<file path="src/rtl/core/lad_pkg.sv">
package lad_pkg;

    localparam int DEPTH_DEF = 16;

    localparam logic [2:0] REQ_PUSH_FRONT = 3'd0;
    localparam logic [2:0] REQ_PUSH_BACK  = 3'd1;
    localparam logic [2:0] REQ_POP_FRONT  = 3'd2;
    localparam logic [2:0] REQ_POP_BACK   = 3'd3;
    localparam logic [2:0] REQ_SHOW       = 3'd4;

    localparam logic [1:0] ST_OK       = 2'd0;
    localparam logic [1:0] ST_OVERFLOW = 2'd1;
    localparam logic [1:0] ST_EMPTY    = 2'd2;

    typedef struct packed {
        logic [2:0]         req_type;
        logic signed [31:0] value;
    } t_req;

    typedef struct packed {
        logic signed [31:0] data;
        logic [1:0]         status;
        logic               last;
    } t_rsp;

    // Controller to datapath.
    typedef struct packed {
        logic take;       // input transaction accepted this cycle
        logic pop_load;   // move popped word into the output register
        logic show_rd;    // read the entry under the show pointer
        logic show_load;  // move listed word into the output register
    } t_cmd;

    // Datapath to controller.
    typedef struct packed {
        logic slot_free;  // output register can take a word this cycle
        logic pop_go;     // pending request is a pop on a non-empty deque
        logic show_go;    // pending request is a show on a non-empty deque
        logic show_last;  // show pointer sits on the rear entry
    } t_stat;

endpackage

</file>
<file path="src/rtl/core/lad_ctrl.sv">
module lad_ctrl (
    input  logic           i_clk,
    input  logic           i_rst_n,
    input  logic           i_in_valid,
    input  lad_pkg::t_stat i_stat,
    output logic           o_in_ready,
    output lad_pkg::t_cmd  o_cmd
);

    localparam logic [1:0] S_IDLE     = 2'd0;
    localparam logic [1:0] S_POP      = 2'd1;
    localparam logic [1:0] S_SHOW_RD  = 2'd2;
    localparam logic [1:0] S_SHOW_OUT = 2'd3;

    logic [1:0] r_state;
    logic [1:0] n_state;

    assign o_in_ready = (r_state == S_IDLE) && i_stat.slot_free;

    always_comb begin
        n_state         = r_state;
        o_cmd           = '0;
        case (r_state)
            S_IDLE: begin
                o_cmd.take = i_in_valid && o_in_ready;
                if (o_cmd.take) begin
                    if (i_stat.pop_go) begin
                        n_state = S_POP;
                    end else if (i_stat.show_go) begin
                        n_state = S_SHOW_RD;
                    end
                end
            end
            S_POP: begin
                o_cmd.pop_load = i_stat.slot_free;
                if (i_stat.slot_free) begin
                    n_state = S_IDLE;
                end
            end
            S_SHOW_RD: begin
                o_cmd.show_rd = 1'b1;
                n_state       = S_SHOW_OUT;
            end
            S_SHOW_OUT: begin
                o_cmd.show_load = i_stat.slot_free;
                if (i_stat.slot_free) begin
                    n_state = i_stat.show_last ? S_IDLE : S_SHOW_RD;
                end
            end
            default: begin
                n_state = S_IDLE;
            end
        endcase
    end

    always_ff @(posedge i_clk) begin
        if (!i_rst_n) begin
            r_state <= S_IDLE;
        end else begin
            r_state <= n_state;
        end
    end

endmodule

</file>
<file path="src/rtl/core/lad_dpath.sv">
module lad_dpath #(
    parameter int DEPTH = lad_pkg::DEPTH_DEF
) (
    input  logic            i_clk,
    input  logic            i_rst_n,
    input  lad_pkg::t_req   i_req,
    input  lad_pkg::t_cmd   i_cmd,
    input  logic            i_out_ready,
    output lad_pkg::t_stat  o_stat,
    output logic            o_out_valid,
    output lad_pkg::t_rsp   o_out_rsp
);

    localparam int AW = $clog2(DEPTH);
    localparam logic [AW-1:0] TOP_IDX = AW'(DEPTH - 1);

    logic signed [31:0] mem [DEPTH];

    logic [AW-1:0]      r_front, n_front;
    logic [AW-1:0]      r_rear, n_rear;
    logic               r_empty, n_empty;
    logic [AW-1:0]      r_ptr, n_ptr;
    logic               r_out_valid, n_out_valid;
    lad_pkg::t_rsp      r_out, n_out;
    logic signed [31:0] r_rdata;

    logic               wr_en;
    logic [AW-1:0]      wr_addr;
    logic               rd_en;
    logic [AW-1:0]      rd_addr;
    logic               is_pop;
    logic               out_load;

    assign is_pop = (i_req.req_type == lad_pkg::REQ_POP_FRONT)
                 || (i_req.req_type == lad_pkg::REQ_POP_BACK);

    assign o_stat.slot_free = !r_out_valid || i_out_ready;
    assign o_stat.pop_go    = is_pop && !r_empty;
    assign o_stat.show_go   = (i_req.req_type == lad_pkg::REQ_SHOW) && !r_empty;
    assign o_stat.show_last = (r_ptr == r_rear);

    always_comb begin
        n_front  = r_front;
        n_rear   = r_rear;
        n_empty  = r_empty;
        n_ptr    = r_ptr;
        n_out    = r_out;
        out_load = 1'b0;
        wr_en    = 1'b0;
        wr_addr  = '0;
        rd_en    = 1'b0;
        rd_addr  = r_ptr;

        if (i_cmd.take) begin
            case (i_req.req_type)
                lad_pkg::REQ_PUSH_FRONT, lad_pkg::REQ_PUSH_BACK: begin
                    out_load    = 1'b1;
                    n_out.last  = 1'b1;
                    n_out.data  = i_req.value;
                    n_out.status = lad_pkg::ST_OK;
                    if (r_empty) begin
                        n_front = '0;
                        n_rear  = '0;
                        n_empty = 1'b0;
                        wr_en   = 1'b1;
                        wr_addr = '0;
                    end else if (i_req.req_type == lad_pkg::REQ_PUSH_FRONT) begin
                        if (r_front != '0) begin
                            n_front = r_front - AW'(1);
                            wr_en   = 1'b1;
                            wr_addr = r_front - AW'(1);
                        end else begin
                            n_out.data   = '0;
                            n_out.status = lad_pkg::ST_OVERFLOW;
                        end
                    end else begin
                        if (r_rear != TOP_IDX) begin
                            n_rear  = r_rear + AW'(1);
                            wr_en   = 1'b1;
                            wr_addr = r_rear + AW'(1);
                        end else begin
                            n_out.data   = '0;
                            n_out.status = lad_pkg::ST_OVERFLOW;
                        end
                    end
                end
                lad_pkg::REQ_POP_FRONT, lad_pkg::REQ_POP_BACK, lad_pkg::REQ_SHOW: begin
                    if (r_empty) begin
                        out_load     = 1'b1;
                        n_out.data   = '0;
                        n_out.status = lad_pkg::ST_EMPTY;
                        n_out.last   = 1'b1;
                    end else if (i_req.req_type == lad_pkg::REQ_SHOW) begin
                        n_ptr = r_front;
                    end else begin
                        rd_en   = 1'b1;
                        rd_addr = (i_req.req_type == lad_pkg::REQ_POP_FRONT) ? r_front
                                                                             : r_rear;
                        if (r_front == r_rear) begin
                            n_front = '0;
                            n_rear  = '0;
                            n_empty = 1'b1;
                        end else if (i_req.req_type == lad_pkg::REQ_POP_FRONT) begin
                            n_front = r_front + AW'(1);
                        end else begin
                            n_rear = r_rear - AW'(1);
                        end
                    end
                end
                default: begin
                end
            endcase
        end

        if (i_cmd.show_rd) begin
            rd_en   = 1'b1;
            rd_addr = r_ptr;
        end

        if (i_cmd.pop_load || i_cmd.show_load) begin
            out_load     = 1'b1;
            n_out.data   = r_rdata;
            n_out.status = lad_pkg::ST_OK;
            n_out.last   = i_cmd.pop_load || (r_ptr == r_rear);
        end

        // The pointer never steps past the rear, so no wrap check is needed.
        if (i_cmd.show_load && (r_ptr != r_rear)) begin
            n_ptr = r_ptr + AW'(1);
        end

        if (out_load) begin
            n_out_valid = 1'b1;
        end else if (i_out_ready) begin
            n_out_valid = 1'b0;
        end else begin
            n_out_valid = r_out_valid;
        end
    end

    always_ff @(posedge i_clk) begin
        if (wr_en) begin
            mem[wr_addr] <= i_req.value;
        end
        if (rd_en) begin
            r_rdata <= mem[rd_addr];
        end
    end

    always_ff @(posedge i_clk) begin
        if (!i_rst_n) begin
            r_front     <= '0;
            r_rear      <= '0;
            r_empty     <= 1'b1;
            r_ptr       <= '0;
            r_out_valid <= 1'b0;
        end else begin
            r_front     <= n_front;
            r_rear      <= n_rear;
            r_empty     <= n_empty;
            r_ptr       <= n_ptr;
            r_out_valid <= n_out_valid;
        end
    end

    always_ff @(posedge i_clk) begin
        r_out <= n_out;
    end

    assign o_out_valid = r_out_valid;
    assign o_out_rsp   = r_out;

endmodule

</file>
<file path="src/rtl/core/linear_array_deque.sv">
// Channel   Direction  Handshake                    Payload
// request   in         i_in_valid / o_in_ready      i_in_req  (lad_pkg::t_req)
// response  out        o_out_valid / i_out_ready    o_out_rsp (lad_pkg::t_rsp)
//
// A push, a failed request or a request on an empty deque puts its response in the output
// register at the edge that accepts it. A pop reads the store into a read register and loads
// the output register from it once that register is free. A show lists each stored word by a
// store read, then an output load; no request is taken until the last word is out.
// Reset is synchronous and needs no clearing pass: only indices and control are cleared.
// A stalled output register holds the design in place; a new request waits for it to drain.
module linear_array_deque #(
    parameter int DEPTH = lad_pkg::DEPTH_DEF
) (
    input  logic          i_clk,
    input  logic          i_rst_n,
    input  logic          i_in_valid,
    output logic          o_in_ready,
    input  lad_pkg::t_req i_in_req,
    output logic          o_out_valid,
    input  logic          i_out_ready,
    output lad_pkg::t_rsp o_out_rsp
);

    lad_pkg::t_cmd  cmd;
    lad_pkg::t_stat stat;

    lad_ctrl u_ctrl (
        .i_clk      (i_clk),
        .i_rst_n    (i_rst_n),
        .i_in_valid (i_in_valid),
        .i_stat     (stat),
        .o_in_ready (o_in_ready),
        .o_cmd      (cmd)
    );

    lad_dpath #(
        .DEPTH (DEPTH)
    ) u_dpath (
        .i_clk       (i_clk),
        .i_rst_n     (i_rst_n),
        .i_req       (i_in_req),
        .i_cmd       (cmd),
        .i_out_ready (i_out_ready),
        .o_stat      (stat),
        .o_out_valid (o_out_valid),
        .o_out_rsp   (o_out_rsp)
    );

    // A request is only taken when its response has somewhere to go.
    a_ready_needs_slot: assert property (@(posedge i_clk) disable iff (!i_rst_n)
        o_in_ready |-> (!o_out_valid || i_out_ready))
        else $error("request accepted while output register is blocked");

    // Pushes answer at once.
    a_push_answers: assert property (@(posedge i_clk) disable iff (!i_rst_n)
        (i_in_valid && o_in_ready && (i_in_req.req_type == lad_pkg::REQ_PUSH_FRONT
            || i_in_req.req_type == lad_pkg::REQ_PUSH_BACK)) |=> o_out_valid)
        else $error("push transaction produced no response");

    a_error_zero_data: assert property (@(posedge i_clk) disable iff (!i_rst_n)
        (o_out_valid && o_out_rsp.status != lad_pkg::ST_OK) |-> (o_out_rsp.data == '0))
        else $error("error response carries nonzero data");

    a_error_is_last: assert property (@(posedge i_clk) disable iff (!i_rst_n)
        (o_out_valid && o_out_rsp.status != lad_pkg::ST_OK) |-> o_out_rsp.last)
        else $error("error response is not marked last");

endmodule

</file>
<file path="config.mk">
export PLATFORM = sky130hd
export DESIGN_NAME = linear_array_deque
export DESIGN_NICKNAME = d
export VERILOG_FILES = /design/src/rtl/core/lad_pkg.sv /design/src/rtl/core/lad_ctrl.sv /design/src/rtl/core/lad_dpath.sv /design/src/rtl/core/linear_array_deque.sv
export SDC_FILE = /design/constraint.sdc
export NUM_CORES = 1
export LEC_CHECK = 0
export BUFFER_PORTS_ARGS = -buffer_cell sky130_fd_sc_hd__buf_2
export CAP_MARGIN = 25
export CORE_UTILIZATION = 45
export DETAILED_ROUTE_END_ITERATION = 10
export GPL_TIMING_DRIVEN = 0
export REMOVE_ABC_BUFFERS = 1
export SLEW_MARGIN = 5
export SYNTH_ARGS = -nofsm -noshare
export SYNTH_HDL_FRONTEND = slang
export SYNTH_SLANG_ARGS = --single-unit
</file>
<file path="constraint.sdc">
create_clock -name i_clk -period 9.3 [get_ports i_clk]
set_input_delay 1.86 -clock i_clk [delete_from_list [all_inputs] [get_ports i_clk]]
set_output_delay 1.86 -clock i_clk [all_outputs]
set_load 0.05 [all_outputs]
</file>
=== Word level (Yosys, flattened, before mapping) ===
Memories as Yosys holds them, arrays and structs flattened. A register that Yosys moved wholly into a read port is not among the register bits.
Index checks and enable logic that the tools add are counted.

* Logic and storage cells: 146
* Register bits: 51
* Memory bits (read-only): 0
* Input port bits: 39
* Output and inout bits: 37
* Bits in latches: 0
* Memories kept: 1
* Memory bits (writable): 512

{| class="wikitable"
|+ Memories
! memory !! words !! bits a word !! read ports !! clocked after Yosys merged registers in !! wr ports !! line !! text
|-
| u_dpath.mem || 16 || 32 || 1 || 1 || 1 || lad_dpath.sv:17 || <nowiki>logic signed [31:0] mem [DEPTH];</nowiki>
|}

* $mul: 0
* Shift-type cells: 0
* Order comparisons: 0
* Equality and inequality tests: 26
* Multiplexer cells: 75
* Bitwise gates (word level): 0
* Reductions and logical operators: 30
* Div/mod/pow operators: 0
* Add/sub/neg operators: 5

{| class="wikitable"
|+ Operators with widths
! operator !! count
|-
| $mux W34 || 4
|-
| $mux W4 || 31
|-
| $mux W35 || 3
|-
| $pmux W35 S2 || 1
|-
| $mux W1 || 25
|-
| $pmux W4 S2 || 2
|-
| $ne A3 B1 Y1 const B || 5
|-
| $reduce_and A7 Y1 || 2
|-
| $add A4 B1 Y4 const B || 3
|-
| $mux W2 || 6
|-
| $reduce_bool A2 Y1 || 6
|-
| $eq A4 B4 Y1 || 2
|-
| $ne A2 B2 Y1 const B || 4
|-
| $pmux W2 S4 || 1
|-
| $reduce_and A4 Y1 || 2
|-
| $sub A4 B1 Y4 const B || 2
|-
| $eq A3 B2 Y1 const B || 2
|-
| $ne A2 B1 Y1 const B || 3
|-
| $ne A3 B3 Y1 const B || 2
|-
| $reduce_and A3 Y1 || 2
|-
| $logic_and A1 B1 Y1 || 5
|-
| $eq A2 B2 Y1 const B || 2
|-
| $logic_or A1 B1 Y1 || 4
|-
| $ne A4 B4 Y1 || 1
|-
| other kinds (14) || 16
|}

=== Depth between registers and ports, before layout ===
* Depth in word-level cells: 8
* Depth in mapped cells: 9
* Gate-level depth less buffers: 8

=== Modules after synthesis ===
A second synthesis with hierarchy kept.

* Cells, all modules: 1,399
* Area total of the unflattened synthesis: 23,697.7 um^2

{| class="wikitable"
|+ Modules (own cells, without submodules)
! module !! instances !! sequential area each (um^2) !! cells each !! area each (um^2)
|-
| lad_dpath || 1 || 17,646.9 || 1,382 || 23,576.4
|-
| lad_ctrl || 1 || 40.0 || 17 || 121.4
|}

=== Least setup slack after synthesis ===
OpenSTA, ideal clock, no wires.

* Path kind: input to register
* Start: input i_in_req[33] in the netlist's numbering
* End: memory u_dpath.mem[1][0], enable pin
* Data arrival time: 5,666 ps
* Path buffers: 2
* Data required time: 8,839 ps
* Stages: 7
* Setup time: 461 ps
* Setup slack: 3,173 ps
* Path through: buf_2 -> or2_2 -> clkbuf_1 -> nor3_1 -> nor3_1 -> or4_1 -> nor3_1

* Cells in the longest elaborated chain, start to end: 7
* Elaborated cells between the ends (all ways): 13
* Classes of those cells: eq/ne (1); mux (10); reduce/logical (2)

{| class="wikitable"
|+ RTL lines
! element !! line !! text
|-
| start, declared || linear_array_deque.sv:18 || <nowiki>input lad_pkg::t_req i_in_req,</nowiki>
|-
| $logic_not A3 Y1 || lad_dpath.sv:55, lad_dpath.sv:67 ||
|-
| $mux W1 || lad_dpath.sv:67 || <nowiki>end else if (i_req.req_type == lad_pkg::REQ_PUSH_FRONT) begin</nowiki>
|-
| $mux W1 || lad_dpath.sv:61 || <nowiki>if (r_empty) begin</nowiki>
|-
| $mux W1 || lad_dpath.sv:55 || <nowiki>case (i_req.req_type)</nowiki>
|-
| $mux W1 || lad_dpath.sv:54 || <nowiki>if (i_cmd.take) begin</nowiki>
|-
| $mux W1 || lad_dpath.sv:142 || <nowiki>if (wr_en) begin</nowiki>
|-
| $mux W1 (implied by the code) || lad_dpath.sv:143 || <nowiki>mem[wr_addr] <= i_req.value;</nowiki>
|-
| end, declared || lad_dpath.sv:17 ||
|}

Several ways; a longest one is shown, not always the timed one.

=== Worst setup path after layout ===
* Start: input i_in_req[34] in the netlist's numbering
* End: register u_dpath.r_rdata[19] (read register of u_dpath.mem), data pin

* Cells in the longest elaborated chain, start to end: 7
* Elaborated cells between the ends (all ways): 15
* Classes of those cells: eq/ne (3); mux (11); reduce/logical (1)

{| class="wikitable"
|+ RTL lines
! element !! line !! text
|-
| $eq A3 B2 Y1 || lad_dpath.sv:55, lad_dpath.sv:97 ||
|-
| $mux W4 || lad_dpath.sv:97 || <nowiki>rd_addr = (i_req.req_type == lad_pkg::REQ_POP_FRONT) ? r_front</nowiki>
|-
| $mux W4 || lad_dpath.sv:93 || <nowiki>end else if (i_req.req_type == lad_pkg::REQ_SHOW) begin</nowiki>
|-
| $mux W4 || lad_dpath.sv:88 || <nowiki>if (r_empty) begin</nowiki>
|-
| $mux W4 || lad_dpath.sv:55 ||
|-
| $mux W4 || lad_dpath.sv:54 ||
|-
| $mux W4 || lad_dpath.sv:115 || <nowiki>if (i_cmd.show_rd) begin</nowiki>
|-
| end, declared || lad_dpath.sv:25 || <nowiki>logic signed [31:0] r_rdata;</nowiki>
|}

Several ways; a longest one is shown, not always the timed one.
A chain may end at the register's enable or synchronous reset.

==> flow_metrics.env <==
export IMPL_outcome="completed"
export IMPL_worstSkewPairLatency_ns=0.62
export IMPL_max_clock_path_buffers=3
export IMPL_yosysSeqAreaShare=0.762
export IMPL_setup_viol=0
export IMPL_synth_edf_count=577
export IMPL_path_common_cell="buf_16"
export IMPL_cp_data_required_time_ns=9.65
export IMPL_dieArea_um2=52500
export IMPL_drive_above_1_share=0.182
export IMPL_cts_setup_buffers=0
export IMPL_synthFlopType="edfxtp_1"
export IMPL_dp_hpwl_um=35700
export IMPL_cp_cell_sequence="buf_2, nand4bb_1, nor4_4, mux2i_4, buf_16, buf_16, buf_16, buf_16, buf_16, buf_16, buf_16, mux2i_1, o22ai_1, or4_1"
export IMPL_avgRoutedWirePerCell_um=25.6
export IMPL_antenna_found_initial=4
export IMPL_power_switching_w=0.00145
export IMPL_io_pin_count=76
export IMPL_drc=0
export IMPL_gp_congestion=0.810
export IMPL_critPathMaxStageDelay_ns=0.71
export IMPL_dp_cells=2082
export IMPL_dr_first_iter_drc_count=1219
export IMPL_grt_max_degree=24
export IMPL_combinationalPowerShare=0.090
export IMPL_first_pass_iters=5
export IMPL_total_power_w=0.00612
export IMPL_grt_pass1_wl_um=82500
export IMPL_min_period_ns=5.30
export IMPL_path_class="input port to flop"
export IMPL_ys_types=51
export IMPL_cp_arrival_ns=5.64
export IMPL_p_int_w=0.00467
export IMPL_clkTransAtPathRegs_ns=0.06
export IMPL_ant_nets=0
export IMPL_fillers=3907
export IMPL_rsz0062_at_grt="false"
export IMPL_clock_power_share=0.406
export IMPL_syn_area_um2=23200
export IMPL_ys_seq_elements=595
export IMPL_p_sw_frac=0.237
export IMPL_core_area_um2=50500
export IMPL_synth_cells=1336
export IMPL_startpoint_type="input port"
export IMPL_grt_pass1_vias=12487
export IMPL_finalCritPeriodShare=0.569
export IMPL_clock_skew_ns=0.0206
export IMPL_yosys_area_share_simple=0.0368
export IMPL_p_leak_nw=10.9
export IMPL_fmax_mhz=189
export IMPL_cellPowerDensity_nw_per_um2=219
export IMPL_relSlewSlack=0.314
export IMPL_cts_root_buffer="clkbuf_16"
export IMPL_synthXorXnorAreaFrac=0.00340
export IMPL_ys_async_sr_fraction=0
export IMPL_critPathMaxFanout=17
export IMPL_cts_resized=0
export IMPL_synth_warning_count=0
export IMPL_h_tree_depth=2
export IMPL_die_x_um=229
export IMPL_slew_violations=0
export IMPL_drv_cap=0
export IMPL_grt_overflow_total=0
export IMPL_hold_class="flop to flop"
export IMPL_hold_viol=0
export IMPL_cts_tree="yes"
export IMPL_cpMaxStageDelayCell="mux2i_4"
export IMPL_synthAdderAreaFrac=0.00270
export IMPL_grt_total_usage=0.215
export IMPL_synth_compound_gate_area_share=0.0672
export IMPL_viasPerCell=5.83
export IMPL_hold_buffers=0
export IMPL_synth_top_family_by_area="multiplexers"
export IMPL_rows=82
export IMPL_cts_buffers=60
export IMPL_start_util=0.460
export IMPL_wl_um=56200
export IMPL_cts_sinks=595
export IMPL_yosys_mux_area_fraction=0.111
export IMPL_syn_to_final_growth_pct=20.5
export IMPL_avgSynthCellArea_um2=17.4
export IMPL_fin_cells=2195
export IMPL_vias=12801
export IMPL_chipHeight_um=229
export IMPL_port_buffers=75
export IMPL_tightestPinTransition_ns=1.02
export IMPL_cp_end_kind="flop"
export IMPL_ir_drop_mv=0.169
export IMPL_fin_nets=1518
export IMPL_sequentialPowerShare=0.504
-- area by class of cell --
cell class                      instances  area (um2)  share of cell area
Antenna cell                            1        2.50           0.0000895
Tap cell                              672         841              0.0301
Multi-Input combinational cell        653        5400               0.193
Sequential cell                       595       17700               0.633
Clock buffer                           71        1560              0.0559
Inverter                               11        41.3             0.00148
Clock inverter                         39         465              0.0166
Timing Repair Buffer                  153        1960              0.0700
-- per-stage QoR --
step           cell area [um2]  setup WS (ns)  hold slack [ns]  TNS [ns]   util
2_1_floorplan            22900         -13.88            0.488   -444.15      -
5_1_grt                  28000           3.80            0.509         0  0.554
3_5_place_dp             25900           2.79            0.462         0  0.513
4_1_cts                  27900           3.43            0.472         0  0.554
6_report                 28000           4.00            0.464         0  0.554
3_3_place_gp             24100         -22.01            0.456   -691.48  0.477
-- worst max-delay path: cells and delay by family --
| family | cells | cell delay (ns) |
|---|---|---|
| buf+inv | 8 | 1.50 |
| simple gates | 3 | 1.20 |
| mux | 2 | 0.91 |
| compound gates | 1 | 0.09 |
-- sequential cells by signal, indices dropped and copies added (netlist names) --
register / count
u_dpath.r_front: 4
u_dpath.o_out_rsp: 35
u_dpath.mem: 512
u_dpath.r_empty: 1
u_ctrl.r_state: 2
u_dpath.r_rear: 4
u_dpath.r_rdata: 32
u_dpath.r_ptr: 4
u_dpath.o_out_valid: 1
-- Yosys cell counts, types with 4 or more instances --
master | n | share of area
o22ai_1 | 131 | 0.035
nand2_1 | 15 | 0.0024
inv_1 | 11 | 0.0018
buf_2 | 39 | 0.0084
a22oi_1 | 4 | 0.0013
nand3_1 | 7 | 0.0015
or4_1 | 33 | 0.011
clkbuf_1 | 36 | 0.0058
mux2i_1 | 258 | 0.11
nor3_1 | 20 | 0.0043
o21a_1 | 4 | 0.0013
a211oi_1 | 8 | 0.0026
or3_1 | 5 | 0.0013
nor3b_1 | 4 | 0.0013
dfxtp_1 | 18 | 0.016
xnor2_1 | 5 | 0.0019
xor2_1 | 4 | 0.0015
a21oi_1 | 16 | 0.0035
nand2b_1 | 7 | 0.0019
nor2_1 | 34 | 0.0055
ha_1 | 5 | 0.0027
a22o_1 | 34 | 0.013
o21ai_0 | 14 | 0.0030
a31oi_1 | 8 | 0.0022
edfxtp_1 | 577 | 0.75
-- final timing paths --
| kind | depth (start not counted) | start | end | slack, ns |
|---|---|---|---|---|
| worst max-delay path | 14 | i_in_req[34] | u_dpath.r_rdata[19] | 4.00 |
| worst min register to register | 2 | u_dpath.o_out_rsp[1] | u_dpath.o_out_rsp[1] | 0.46 |
| worst max register to register | 13 | u_dpath.r_empty | u_dpath.r_rdata[19] | 4.86 |
| worst min-delay path | 2 | u_dpath.o_out_rsp[1] | u_dpath.o_out_rsp[1] | 0.46 |
-- layer usage --
layer,GRT usage,wire [um]
met3,0.0308,3290
met2,0.347,27000
met1,0.306,24900
met4,0.0560,1060
met5,0,39
-- power groups by stage --
| stage | clock (W) | sequential (W) | combinational (W) |
|---|---|---|---|
| after global placement | 0 | 0.00315 | 0.000528 |
| after floorplan | 0 | 0.00330 | 0.000176 |
| after global routing | 0.00263 | 0.00309 | 0.000576 |
| after detailed placement | 0 | 0.00314 | 0.000551 |
| after CTS | 0.00253 | 0.00308 | 0.000553 |
| final | 0.00249 | 0.00308 | 0.000549 |
-- logic make-up (layout without fill, tap and decap cells) --
| kind of cell | after synthesis | in the layout |
|---|---|---|
| flip-flops | 595 | 595 |
| multiplexers | 258 | 258 |
| AO/OA/AOI/OAI | 233 | 233 |
| AND/OR/NAND/NOR | 148 | 148 |
| buffers and inverters | 88 | 274 |
| XOR/XNOR | 9 | 9 |
| adder cells (fa/ha/maj) | 5 | 5 |
| other | 0 | 1 |
-- layout by cell type (no fill, tap or decap), types with 10 or more instances in the layout --
| master | Yosys | routed |
|---|---|---|
| a21oi_1 | 16 | 14 |
| a22o_1 | 34 | 34 |
| buf_12 | 0 | 14 |
| buf_16 | 0 | 37 |
| buf_2 | 39 | 77 |
| buf_6 | 0 | 13 |
| bufinv_16 | 0 | 10 |
| clkbuf_1 | 36 | 10 |
| clkbuf_16 | 0 | 61 |
| clkinv_1 | 0 | 10 |
| clkinv_2 | 0 | 12 |
| dfxtp_1 | 18 | 18 |
| edfxtp_1 | 577 | 577 |
| inv_1 | 11 | 11 |
| mux2i_1 | 258 | 257 |
| nand2_1 | 15 | 15 |
| nor2_1 | 34 | 22 |
| nor2_4 | 0 | 12 |
| nor3_1 | 20 | 16 |
| o21ai_0 | 14 | 13 |
| o22ai_1 | 131 | 131 |
| or4_1 | 33 | 33 |
(Power assumes the default switching activity.)
